[src/sv/pcx_rle_row_decoder_defines.svh]
// Assertion macros shared by the PCX run-length row decoder modules.
`ifndef PCX_RLE_ROW_DECODER_DEFINES_SVH
`define PCX_RLE_ROW_DECODER_DEFINES_SVH
`ifndef SYNTHESIS
`define PRD_ASSERT_IMPLIES(label, clk, rst, ante, cons) \
   label: assert property (@(posedge clk) disable iff (rst) (ante) |-> (cons)) \
      else $error("assertion failed");
`define PRD_ASSERT_NEXT(label, clk, rst, ante, cons) \
   label: assert property (@(posedge clk) disable iff (rst) (ante) |=> (cons)) \
      else $error("assertion failed");
`else
`define PRD_ASSERT_IMPLIES(label, clk, rst, ante, cons)
`define PRD_ASSERT_NEXT(label, clk, rst, ante, cons)
`endif
`endif

[src/sv/prd_pkg.sv]
// Shared types and constants of the PCX run-length row decoder.
`timescale 1ns / 1ps
package prd_pkg;
   localparam logic        CSR_IMAGE_WIDTH  = 1'b0;
   localparam logic        CSR_IMAGE_HEIGHT = 1'b1;
   localparam logic [1:0]  CODE_MARK        = 2'b11;
   localparam logic [15:0] WIDTH_RESET      = 16'd640;
   localparam logic [15:0] HEIGHT_RESET     = 16'd480;
   localparam int          MAX_RUN          = 63;
   localparam int          RUN_W            = $clog2(MAX_RUN + 1);

   typedef struct packed {
      logic take;
      logic step;
   } cmd_type;

   typedef struct packed {
      logic out_free;
      logic multi;
      logic last_step;
   } status_type;
endpackage

[src/sv/pcx_rle_row_decoder.sv]
// The first pixel of a byte appears on rsp in the cycle after the byte is accepted.
// While the output register is free: one literal byte per cycle; a count byte sets N, and
// its colour byte holds the input for N kept pixels, one per cycle through that register.
// The output register takes a new pixel whenever it is empty or being drained.
// Reset (synchronous): position, row and pending count clear; width 640, height 480.
`timescale 1ns / 1ps
module pcx_rle_row_decoder
   import prd_pkg::*;
(
   input  logic        clock,
   input  logic        reset,
   input  logic        csr_we,
   input  logic        csr_index,
   input  logic [15:0] csr_wdata,
   input  logic        req_tvalid,
   output logic        req_tready,
   input  logic [7:0]  req_tdata,   // stream_byte
   output logic        rsp_tvalid,
   input  logic        rsp_tready,
   output logic [39:0] rsp_tdata,   // pixel_value, pixel_column, pixel_row
   output logic        rsp_tlast,   // last_of_run
   output logic        rsp_tuser    // image_done
);
   cmd_type    cmd;
   status_type status;

   prd_ctrl u_ctrl (
      .clock      (clock),
      .reset      (reset),
      .req_tvalid (req_tvalid),
      .req_tready (req_tready),
      .status     (status),
      .cmd        (cmd)
   );

   prd_datapath u_datapath (
      .clock      (clock),
      .reset      (reset),
      .csr_we     (csr_we),
      .csr_index  (csr_index),
      .csr_wdata  (csr_wdata),
      .req_tdata  (req_tdata),
      .cmd        (cmd),
      .status     (status),
      .rsp_tvalid (rsp_tvalid),
      .rsp_tready (rsp_tready),
      .rsp_tdata  (rsp_tdata),
      .rsp_tlast  (rsp_tlast),
      .rsp_tuser  (rsp_tuser)
   );
endmodule

[src/sv/prd_ctrl.sv]
// Controller of the PCX run-length row decoder: accept and run sequencing.
`timescale 1ns / 1ps
`include "pcx_rle_row_decoder_defines.svh"
module prd_ctrl
   import prd_pkg::*;
(
   input  logic       clock,
   input  logic       reset,
   input  logic       req_tvalid,
   output logic       req_tready,
   input  status_type status,
   output cmd_type    cmd
);
   localparam logic ST_IDLE = 1'b0;
   localparam logic ST_RUN  = 1'b1;

   logic state_ff;
   logic state_in;

   always_comb begin
      state_in   = state_ff;
      req_tready = 1'b0;
      cmd        = '0;
      unique case (state_ff)
         ST_IDLE: begin
            req_tready = status.out_free;
            if (req_tvalid && status.out_free) begin
               cmd.take = 1'b1;
               if (status.multi) begin
                  state_in = ST_RUN;
               end
            end
         end
         ST_RUN: begin
            if (status.out_free) begin
               cmd.step = 1'b1;
               if (status.last_step) begin
                  state_in = ST_IDLE;
               end
            end
         end
         default: state_in = ST_IDLE;
      endcase
   end

   always_ff @(posedge clock) begin
      if (reset) begin
         state_ff <= ST_IDLE;
      end else begin
         state_ff <= state_in;
      end
   end

   `PRD_ASSERT_NEXT(a_run_after_multi, clock, reset, cmd.take && status.multi, state_ff == ST_RUN)
   `PRD_ASSERT_IMPLIES(a_load_when_free, clock, reset, cmd.take || cmd.step, status.out_free)
   `PRD_ASSERT_NEXT(a_idle_after_last, clock, reset, cmd.step && status.last_step, state_ff == ST_IDLE)
endmodule

[src/sv/prd_datapath.sv]
// Datapath of the PCX run-length row decoder: position, run and output registers.
`timescale 1ns / 1ps
`include "pcx_rle_row_decoder_defines.svh"
module prd_datapath
   import prd_pkg::*;
(
   input  logic        clock,
   input  logic        reset,
   input  logic        csr_we,
   input  logic        csr_index,
   input  logic [15:0] csr_wdata,
   input  logic [7:0]  req_tdata,
   input  cmd_type     cmd,
   output status_type  status,
   output logic        rsp_tvalid,
   input  logic        rsp_tready,
   output logic [39:0] rsp_tdata,
   output logic        rsp_tlast,
   output logic        rsp_tuser
);
   logic [15:0]      width_ff, height_ff;
   logic             count_pending_ff;
   logic [RUN_W-1:0] held_count_ff;
   logic [16:0]      column_ff;
   logic [15:0]      row_ff;
   logic             finished_ff;

   logic [7:0]       run_value_ff;
   logic [15:0]      run_col_ff;
   logic [15:0]      run_row_ff;
   logic [RUN_W-1:0] run_left_ff;
   logic             run_done_ff;

   logic             out_valid_ff, out_valid_in;
   logic [7:0]       out_value_ff;
   logic [15:0]      out_col_ff;
   logic [15:0]      out_row_ff;
   logic             out_last_ff;
   logic             out_done_ff;

   logic             skip, is_code, wrap, done_now, in_row;
   logic [RUN_W-1:0] amount, emit;
   logic [16:0]      stride, sum, diff, width_x;
   logic [15:0]      row_next;

   always_comb begin
      width_x  = {1'b0, width_ff};
      skip     = finished_ff || (row_ff >= height_ff);
      is_code  = !count_pending_ff && (req_tdata[7:6] == CODE_MARK);
      amount   = count_pending_ff ? held_count_ff : RUN_W'(1);
      stride   = width_x + 17'(width_ff[0]);
      sum      = column_ff + 17'(amount);
      wrap     = sum >= stride;
      row_next = row_ff + 16'd1;
      done_now = wrap && (row_next >= height_ff);
      in_row   = column_ff < width_x;
      diff     = width_x - column_ff;
      if (skip || is_code || !in_row) begin
         emit = '0;
      end else if (diff < 17'(amount)) begin
         emit = diff[RUN_W-1:0];
      end else begin
         emit = amount;
      end
   end

   assign status.out_free  = !out_valid_ff || rsp_tready;
   assign status.multi     = emit > RUN_W'(1);
   assign status.last_step = run_left_ff == RUN_W'(1);

   always_comb begin
      priority if (cmd.take && (emit != '0)) begin
         out_valid_in = 1'b1;
      end else if (cmd.step) begin
         out_valid_in = 1'b1;
      end else if (rsp_tready) begin
         out_valid_in = 1'b0;
      end else begin
         out_valid_in = out_valid_ff;
      end
   end

   always_ff @(posedge clock) begin
      if (reset) begin
         width_ff         <= WIDTH_RESET;
         height_ff        <= HEIGHT_RESET;
         count_pending_ff <= 1'b0;
         held_count_ff    <= '0;
         column_ff        <= '0;
         row_ff           <= '0;
         finished_ff      <= 1'b0;
         out_valid_ff     <= 1'b0;
         run_left_ff      <= '0;
      end else begin
         out_valid_ff <= out_valid_in;
         if (csr_we) begin
            unique case (csr_index)
               CSR_IMAGE_WIDTH:  width_ff  <= csr_wdata;
               CSR_IMAGE_HEIGHT: height_ff <= csr_wdata;
               default:          ;
            endcase
         end
         if (cmd.take && !skip) begin
            if (is_code) begin
               held_count_ff    <= req_tdata[RUN_W-1:0];
               count_pending_ff <= 1'b1;
            end else begin
               count_pending_ff <= 1'b0;
               column_ff        <= wrap ? 17'd0 : sum;
               row_ff           <= wrap ? row_next : row_ff;
               finished_ff      <= finished_ff || done_now;
            end
         end
         if (cmd.take) begin
            run_left_ff <= (emit == '0) ? '0 : emit - RUN_W'(1);
         end else if (cmd.step) begin
            run_left_ff <= run_left_ff - RUN_W'(1);
         end
      end
   end

   always_ff @(posedge clock) begin
      if (cmd.take) begin
         run_value_ff <= req_tdata;
         run_col_ff   <= column_ff[15:0] + 16'd1;
         run_row_ff   <= row_ff;
         run_done_ff  <= done_now;
         out_value_ff <= req_tdata;
         out_col_ff   <= column_ff[15:0];
         out_row_ff   <= row_ff;
         out_last_ff  <= emit == RUN_W'(1);
         out_done_ff  <= done_now;
      end else if (cmd.step) begin
         run_col_ff   <= run_col_ff + 16'd1;
         out_value_ff <= run_value_ff;
         out_col_ff   <= run_col_ff;
         out_row_ff   <= run_row_ff;
         out_last_ff  <= run_left_ff == RUN_W'(1);
         out_done_ff  <= run_done_ff;
      end
   end

   assign rsp_tvalid = out_valid_ff;
   assign rsp_tdata  = {out_row_ff, out_col_ff, out_value_ff};
   assign rsp_tlast  = out_last_ff;
   assign rsp_tuser  = out_done_ff;

   `PRD_ASSERT_IMPLIES(a_step_has_run, clock, reset, cmd.step, run_left_ff != '0)
   `PRD_ASSERT_IMPLIES(a_done_at_col0, clock, reset, finished_ff, column_ff == '0)
   `PRD_ASSERT_NEXT(a_finish_sticks, clock, reset, finished_ff && !csr_we, finished_ff)
endmodule
[config.mk]
export PLATFORM = sky130hd
export DESIGN_NAME = pcx_rle_row_decoder
export DESIGN_NICKNAME = d
export VERILOG_FILES = /design/src/sv/prd_pkg.sv /design/src/sv/pcx_rle_row_decoder.sv /design/src/sv/prd_ctrl.sv /design/src/sv/prd_datapath.sv
export VERILOG_INCLUDE_DIRS = /design/src /design/src/sv
export SDC_FILE = /design/constraint.sdc
export NUM_CORES = 1
export LEC_CHECK = 0
export ABC_CLOCK_PERIOD_IN_PS = 12000
export CORE_ASPECT_RATIO = 0.9
export CORE_UTILIZATION = 55
export CTS_CLUSTER_SIZE = 40
export DETAILED_ROUTE_END_ITERATION = 16
export DONT_BUFFER_PORTS = 1
export PLACE_DENSITY = 0.77
export SLEW_MARGIN = 20
export SYNTH_ARGS = -nofsm -noshare
export SYNTH_HDL_FRONTEND = slang
export SYNTH_SLANG_ARGS = --single-unit
[constraint.sdc]
create_clock -name clock -period 12 [get_ports clock]
set_input_delay 1.8 -clock clock [delete_from_list [all_inputs] [get_ports clock]]
set_output_delay 1.8 -clock clock [all_outputs]
set_load 0.005 [all_outputs]
==> summary.md, run 1 <==
| Metric | Value |
|---|---|
| GRT Total Usage | between 20% and 30% |
| CP Data Arrival Time | around 6200 ps |
| Critical path startpoint category | register |
| Die footprint | around 0.019 mm² |
| Worst IR drop on VDD | 115 µV |
| Seq cells post-synth | roughly 160 |
| Setup Skew | slightly below 10 ps |
| Top_reg_cell synth | edfxtp_1 |
| Non-Filler Instances | approximately 1300 |
| CTS root buf | clkbuf_16 |
| First drt pass iteration count | 5 |
| CP required | around 12000 ps |
| H-tree depth | 4 |
| Final setup fails | 0 |
| Worst skew pair latency | 440 ps |
| Layout area overhead | 8.18% |
| Die Y | between 100 and 150 µm |
| Share of cells above drive strength 1 | between 5 and 6% |
| Distinct cells, synth | 71 |
| Reg clk slew, reported paths | ~70 ps |
| Hold Buf Count CTS | 0 |
| Synth Cell Area | between 0.009 and 0.01 mm² |
| Max Clock Freq | roughly 0.17 GHz |
| Top Ports | 74 |
| Wire length per cell | approximately 16 µm |
| Crit. End Element | register |
| Row cnt | 46 |
| Nets | between 1000 and 1500 |
| Clock sinks | between 150 and 200 |
| Syn nets | approximately 1200 |
| Post-route setup slack | between 6000 and 7000 ps |
| Largest net degree at the start of global routing | 73 |
| Drt drc | 0 |
| Fin crit period | between 5000 and 6000 ps |
| Vias per cell | ~5.7 |
| Slew Limit Fails | 0 |
| Hold Path Class | reg -> reg |
| Core area | about 0.018 mm² |
| Core Util, Final | between 60% and 70% |
| Routability cong. | approximately 0.94 |
| Final period utilization | just under 50% |
| Final hold slack | approximately 450 ps |
| Critical Path Fanout Max | 8 |
| Power per Cell Area | about 140 mW/mm² |
| DIE WIDTH | roughly 140 µm |
| Vias | 7634 |
| Synth Area per Inst | 8.98 µm² |
| Inst Count DP | 1316 |
| Total setup buffers inserted after CTS | 0 |
| Rel. slew slack | around 38% |
| Final wirelength | about 22000 µm |
| Buffers added on ports | 0 |
| First-pass GRT wire length | around 35000 µm |
| Sequential-to-total area share from yosys stat | 41.4% |
| EDFF count, synth | 83 |
| DRT iter0 DRCs | ~470 |
| Clock buffer depth | 2 |
| Cells after Synth | between 1000 and 1500 |
| Setup CP Type | reg -> reg |
| Initial core utilization | a little under three fifths |
| Number of max-cap violations | 0 |
| Measured slew at the worst slew-check pin | between 900 and 1000 ps |
| Yosys Warn Count | 0 |
| Initial antenna violation count | 0 |
| Leakage | about 4.6 nW |
| Post-CTS sizing | 0 |
| Number of global-route vias before repair | 6959 |
| Final Hold Fails | 0 |
| # diodes | 0 |
| Hpwl dp | between 15000 and 20000 µm |
| Post-synth ARST share | 0% |
| RSZ-0062 raised after global routing | false |
| CTS tree | built |
| Gr ovfl total | 0 |
| CTS Buf Count | 17 |
| Setup TNS | 0 ps |
| ANT nets after route | 0 |
| Status | completed |
| Setup WS pre-CTS | 6270 ps |
## metal layers
layer / part of all wire, % / track usage (%)
met1: 48 / 33.7
met2: 45 / 39.2
met3: 5.1 / 5.21
met4: 1.4 / 6.95
met5: 0 / 0
## sequential cells by signal (all words and copies together) (netlist names)
name / count
u_datapath.count_pending_ff: 1
u_datapath.out_value_ff: 8
u_ctrl.state_ff: 1
u_datapath.out_col_ff: 16
u_datapath.column_ff: 17
u_datapath.rsp_tlast: 1
u_datapath.width_ff: 16
u_datapath.run_left_ff: 6
u_datapath.rsp_tuser: 1
u_datapath.row_ff: 16
u_datapath.finished_ff: 1
u_datapath.run_value_ff: 8
u_datapath.run_done_ff: 1
u_datapath.held_count_ff: 6
u_datapath.rsp_tvalid: 1
u_datapath.out_row_ff: 16
u_datapath.run_col_ff: 16
u_datapath.height_ff: 16
u_datapath.run_row_ff: 16
## synthesized netlist by cell type (28+ instances only)
cell type  number  share of area, %
ha_1           83                10
edfxtp_1       83                25
nand2_1       219               8.3
xor2_1         39               3.4
dfxtp_1        81                16
o21ai_0        37               1.9
inv_1          71               2.7
xnor2_1        45               4.0
nand3_1        30               1.5
clkbuf_1       28               1.1
a21oi_1        70               3.5
nor2_1         73               2.8
## cells by family after synthesis
family | after synthesis | synth area share (%)
AO/OA/AOI/OAI | 202 | 13.3
XOR/XNOR | 85 | 7.57
adder cells (fa/ha/maj) | 85 | 10.9
buffers and inverters | 108 | 4.21
flip-flops | 164 | 41.4
multiplexers | 24 | 2.46
AND/OR/NAND/NOR | 438 | 20.2
## power by group
group | leakage (nW) | switching [mW] | internal [mW]
Clock | 0.290 | 0.240 | 0.319
Combinational | 2.80 | 0.163 | 0.0996
Sequential | 1.49 | 0.0306 | 0.660
Total | 4.58 | 0.433 | 1.08
## final cells by class
type | count | area [µm²]
Fill cell | 1515 | 6930
Multi-Input combinational cell | 834 | 5410
Sequential cell | 164 | 4110
Clock buffer | 19 | 443
Tap cell | 240 | 300
Inverter | 72 | 270
Clock inverter | 13 | 164
Timing Repair Buffer | 6 | 45.0
## worst max-delay path, stage by stage, from the launching register on
cell and delay (ps):
dfxtp_1 390, inv_1 80, ha_1 390, and2_1 210, a221oi_2 270, nand2_1 200
xor2_1 270, ha_1 290, and3_1 190, a222oi_1 270, nand4b_1 140, nor4_1 220
o2111ai_1 150, and4bb_4 440, and2_1 320, nor2_1 70, a211oi_1 370, inv_1 110
ha_1 270, or3_1 400, a21oi_1 130, a2111oi_0 70, or3_1 330, o22ai_1 120
## through the flow
| stage | total power, mW | area (µm²) |
|---|---|---|
| final | 1.51 | 10700 |
| after global routing | 1.58 | 10700 |
| after CTS | 1.52 | 10700 |
| after detailed placement | 0.962 | 10100 |
| after global placement | 0.955 | 10100 |
| after floorplan | 0.902 | 9930 |
## cells in the final DEF (no fill, tap or decap), types with 17 or more instances in the layout
| master | Yosys | final |
|---|---|---|
| nand3_1 | 30 | 30 |
| a21oi_1 | 70 | 70 |
| xnor2_1 | 45 | 45 |
| mux2i_1 | 21 | 21 |
| ha_1 | 83 | 83 |
| nand2_1 | 219 | 219 |
| nor2_1 | 73 | 73 |
| xor2_1 | 39 | 39 |
| nor3_1 | 17 | 17 |
| inv_1 | 71 | 69 |
| clkbuf_16 | 0 | 17 |
| o21ai_0 | 37 | 37 |
| edfxtp_1 | 83 | 83 |
| dfxtp_1 | 81 | 81 |
## final timing paths
check | startpoint | end | slack [ps] | depth (start not counted)
setup / recovery | u_datapath.column_ff[4] | u_datapath.run_left_ff[2] | 6220 | 23
hold reg to reg | u_datapath.height_ff[14] | u_datapath.height_ff[14] | 450 | 2
setup reg to reg | u_datapath.column_ff[4] | u_datapath.run_left_ff[2] | 6220 | 23
hold / removal | u_datapath.height_ff[14] | u_datapath.height_ff[14] | 450 | 2
(Power assumes the default switching activity.)
==> inputs of run 2 (changes only) <==
- ABC_AREA: unset -> 1
- ABC_CLOCK_PERIOD_IN_PS: 12000 -> 4750
- PLACE_DENSITY: 0.77 -> 0.8
- clock period: 12 -> 4.75 ns (I/O delays scaled with it)
==> run 2 against run 1 <==
  * Synthesized area increased by 1.5%
  * Clock power is 140% higher
  * Non-clock buffer count is 3 higher
  * Sequential power rose to 3.5 times the previous value
  * Global-route usage grew 2.5 points
  * Clock-buffer cell count down 1
  * Final cell count rose by 11%
  * Flip-flop and latch count stayed put
  * Synthesized cell count grew 13%
  * Utilization increased by 0.70 points
  * Power increased to 4.3 times the previous value
==> summary.md, run 2 <==
| Metric | Value |
|---|---|
| Critical R2R Launch | u_datapath.count_pending_ff |
| DRT iter0 DRCs | roughly 760 |
| CP startpoint | u_datapath.count_pending_ff |
| WHS Path Cells | 1 |
| Drt drc | 0 |
| Final wirelength | ~24000 µm |
| Met3 Resource Use GR | between 6 and 7% |
| Placed inst area | between 0.01 and 0.015 mm² |
| Clock buffer depth | 2 |
| Wire length per cell | around 16 µm |
| Share of cells above drive strength 1 | a little under a tenth |
| Worst IR drop on VDD | approximately 330 µV |
| Hold Buf Count CTS | 0 |
| # diodes | 0 |
| Critical path startpoint category | register |
| Post-Synth Adder-Cell Area | a little over a tenth |
| RSZ-0062 raised after global routing | false |
| Synth Area in XOR/XNOR | under 10% |
| Seq cells post-synth | about 160 |
| Gr ovfl total | 0 |
| Mux contribution to synthesized area | 0% |
| Initial antenna violation count | 0 |
| Final setup fails | 0 |
| Buffers added on ports | 0 |
| Commonest non-fill, non-tap cell in the layout | nand2_1 |
| Simple-gate share of the synthesized area | between 20% and 30% |
| Measured slew at the worst slew-check pin | roughly 640 ps |
| Layout area overhead | 8.49% |
| ANT nets after route | 0 |
| Max reg flops | 17 |
| Synth top area share | roughly 25% |
| Reg with most FFs | u_datapath.column_ff |
| Top cells by count, synth | nand2_1 (249), inv_1 (175), nor2_1 (109), o21ai_0 (89) |
| Main combinational cell family by area after synthesis | simple AND/OR/NAND/NOR gates |
| Hold Path End | u_datapath.finished_ff |
| Routability cong. | about 0.91 |
| Number of max-cap violations | 0 |
| CP Data Arrival Time | roughly 4700 ps |
| Sequential-to-total area share from yosys stat | about two fifths |
| Compound-Gate Fraction of Synth Area | a little under an eighth |
| Met2 Usage GRT | between 40% and 50% |
| Final period utilization | approximately nine tenths |
| Setup CP Type | reg -> reg |
| Met1 Use GR | 39.5% |
| Hold Startpoint | reset |
| Initial core utilization | 56.7% |
| Rel. slew slack | 57.2% |
| Row cnt | 46 |
| Vias | roughly 8400 |
| First drt pass iteration count | 6 |
| Worst skew pair latency | around 440 ps |
| Critical Path Fanout Max | 20 |
| Distinct cells, synth | 50 |
| Core Util, Final | around 62% |
| Reg clk slew, reported paths | ~70 ps |
| Top_reg_cell synth | edfxtp_1 |
| First-pass GRT wire length | slightly below 40000 µm |
| Leakage | approximately 5 nW |
| Max Clock Freq | about 0.23 GHz |
| CTS tree | built |
| Clock sinks | between 150 and 200 |
| Layout Cell Area excl Fill | ~0.011 mm² |
| EDFF count, synth | between 80 and 90 |
| Inst Count DP | roughly 1500 |
| Most used cells in the layout excluding fill and tap cells | nand2_1 (247), inv_1 (175), nor2_1 (108) |
| Final Hold Fails | 0 |
| Non-Filler Instances | 1500 |
| Synth area leader | edfxtp_1 |
| R2R Setup Slk | ~390 ps |
| Setup Skew | between 15 and 20 ps |
| Yosys Warn Count | 0 |
| GRT Total Usage | roughly 27% |
| Fin crit period | about 4400 ps |
| Vias per cell | 5.58 |
| Post-synth ARST share | 0% |
| Hold Path Class | in -> reg |
| Status | completed |
| Power per Cell Area | 592 mW/mm² |
| Cells after Synth | ~1200 |
| CTS root buf | clkbuf_16 |
| Most frequent cell after synthesis | nand2_1 |
| DIE WIDTH | approximately 140 µm |
| H-tree depth | 4 |
| Die Y | between 100 and 150 µm |
| CTS Buf Count | 17 |
| Slew Limit Fails | 0 |
| Die footprint | 0.0189 mm² |
| CP required | around 5000 ps |
| Syn nets | between 1000 and 1500 |
| GRT busiest layer | met2 |
| Crit. End Element | register |
| Largest net degree at the start of global routing | 63 |
| Hpwl dp | ~19000 µm |
| Worst reg2reg endpoint | u_datapath.row_ff[1] |
| Synth Area per Inst | around 8.1 µm² |
| Setup TNS | 0 ps |
| Synth Cell Area | ~0.010 mm² |
| Number of global-route vias before repair | 7515 |
| Top Ports | 74 |
| FF-to-FF path depth | 26 |
| Core area | around 0.018 mm² |
| Synth top area cells | edfxtp_1 (25%), dfxtp_1 (16%), ha_1 (10%) |
| Nets | roughly 1400 |
run 2: cell count changes after synthesis, sizes merged, moves of 11 or more:
cell	before	now
a21o	16	1
nor2b	13	0
nand3	31	70
xor2	39	53
mux2i	21	0
or2	2	17
nor2	73	122
a21oi	72	85
xnor2	46	8
o21ai	40	97
and3	16	1
nand2	220	260
inv	71	182
o21a	12	1
run 2: stage by stage:
step                worst slack, ps  hold WS [ps]  total power [mW]
floorplan                       381           429              4.42
global placement                179           445              4.96
detailed placement             34.6           455              5.07
CTS                             170           334              6.44
global route                   5.70           330              6.95
finish                          387           334              6.47
run 2: metal layers:
metal	up-vias	wire length (µm)	part of all wire (%)
met5	-	0	0
li1	4118	-	-
met3	25	2270	9.3
met1	3905	11300	46
met4	0	251	1.0
met2	321	10600	43
run 2: cells by family (layout without fill, tap and decap cells):
logic type / after synthesis / after routing
and+or+nand+nor: 510 / 510
buffers and inverters: 213 / 224
AOI/OAI and AO/OA: 216 / 216
DFF: 164 / 164
adders and majority gates: 85 / 85
xor gates and xnor gates: 61 / 61
run 2: critical path, stage by stage (launching register included):
cell       delay, ps
dfxtp_1          390
nand2_2          130
ha_1             160
inv_1             50
fa_1             410
o21ai_2          190
a21oi_1           90
o21ai_1          170
nand4_1          150
or2_1            270
nor2_1           160
nand3_1          110
xor2_1           140
inv_1             70
ha_1             310
nand2_1           90
inv_1             50
nand3_1           80
a21oi_1           50
a2111oi_1        270
nand3_1          190
inv_1            130
nor2_4            50
inv_1            130
buf_8            180
o21ai_0          100
a21oi_1          160
run 2: how the worst max path moves through the flow:
stage                                 to  slack (ps)
2_1_floorplan  u_datapath.run_left_ff[0]         380
3_3_place_gp     u_datapath.column_ff[9]         180
3_5_place_dp    u_datapath.column_ff[12]          30
4_1_cts         u_datapath.column_ff[12]         170
5_1_grt             u_datapath.row_ff[5]           6
6_report            u_datapath.row_ff[1]         390
run 2: repair_timing:
item | CTS | global route
endpoints found under the setup margin | 6 | 26
gates resized for setup | 1 | 8
setup buffers | 0 | 1
pin swaps | 0 | 2
run 2: layout make-up:
class / instances / area, µm²
tap: 240 / 300
inverter: 183 / 687
clock buffer: 18 / 429
sequential: 164 / 4110
multi-input combinational: 872 / 5190
timing repair buffer: 9 / 75.1
clock inverter: 14 / 145
fill: 1478 / 6850
run 2: power by group:
part	switching, mW	internal [mW]
sequential	0.298	2.12
clock	0.621	0.738
combinational	1.80	0.898
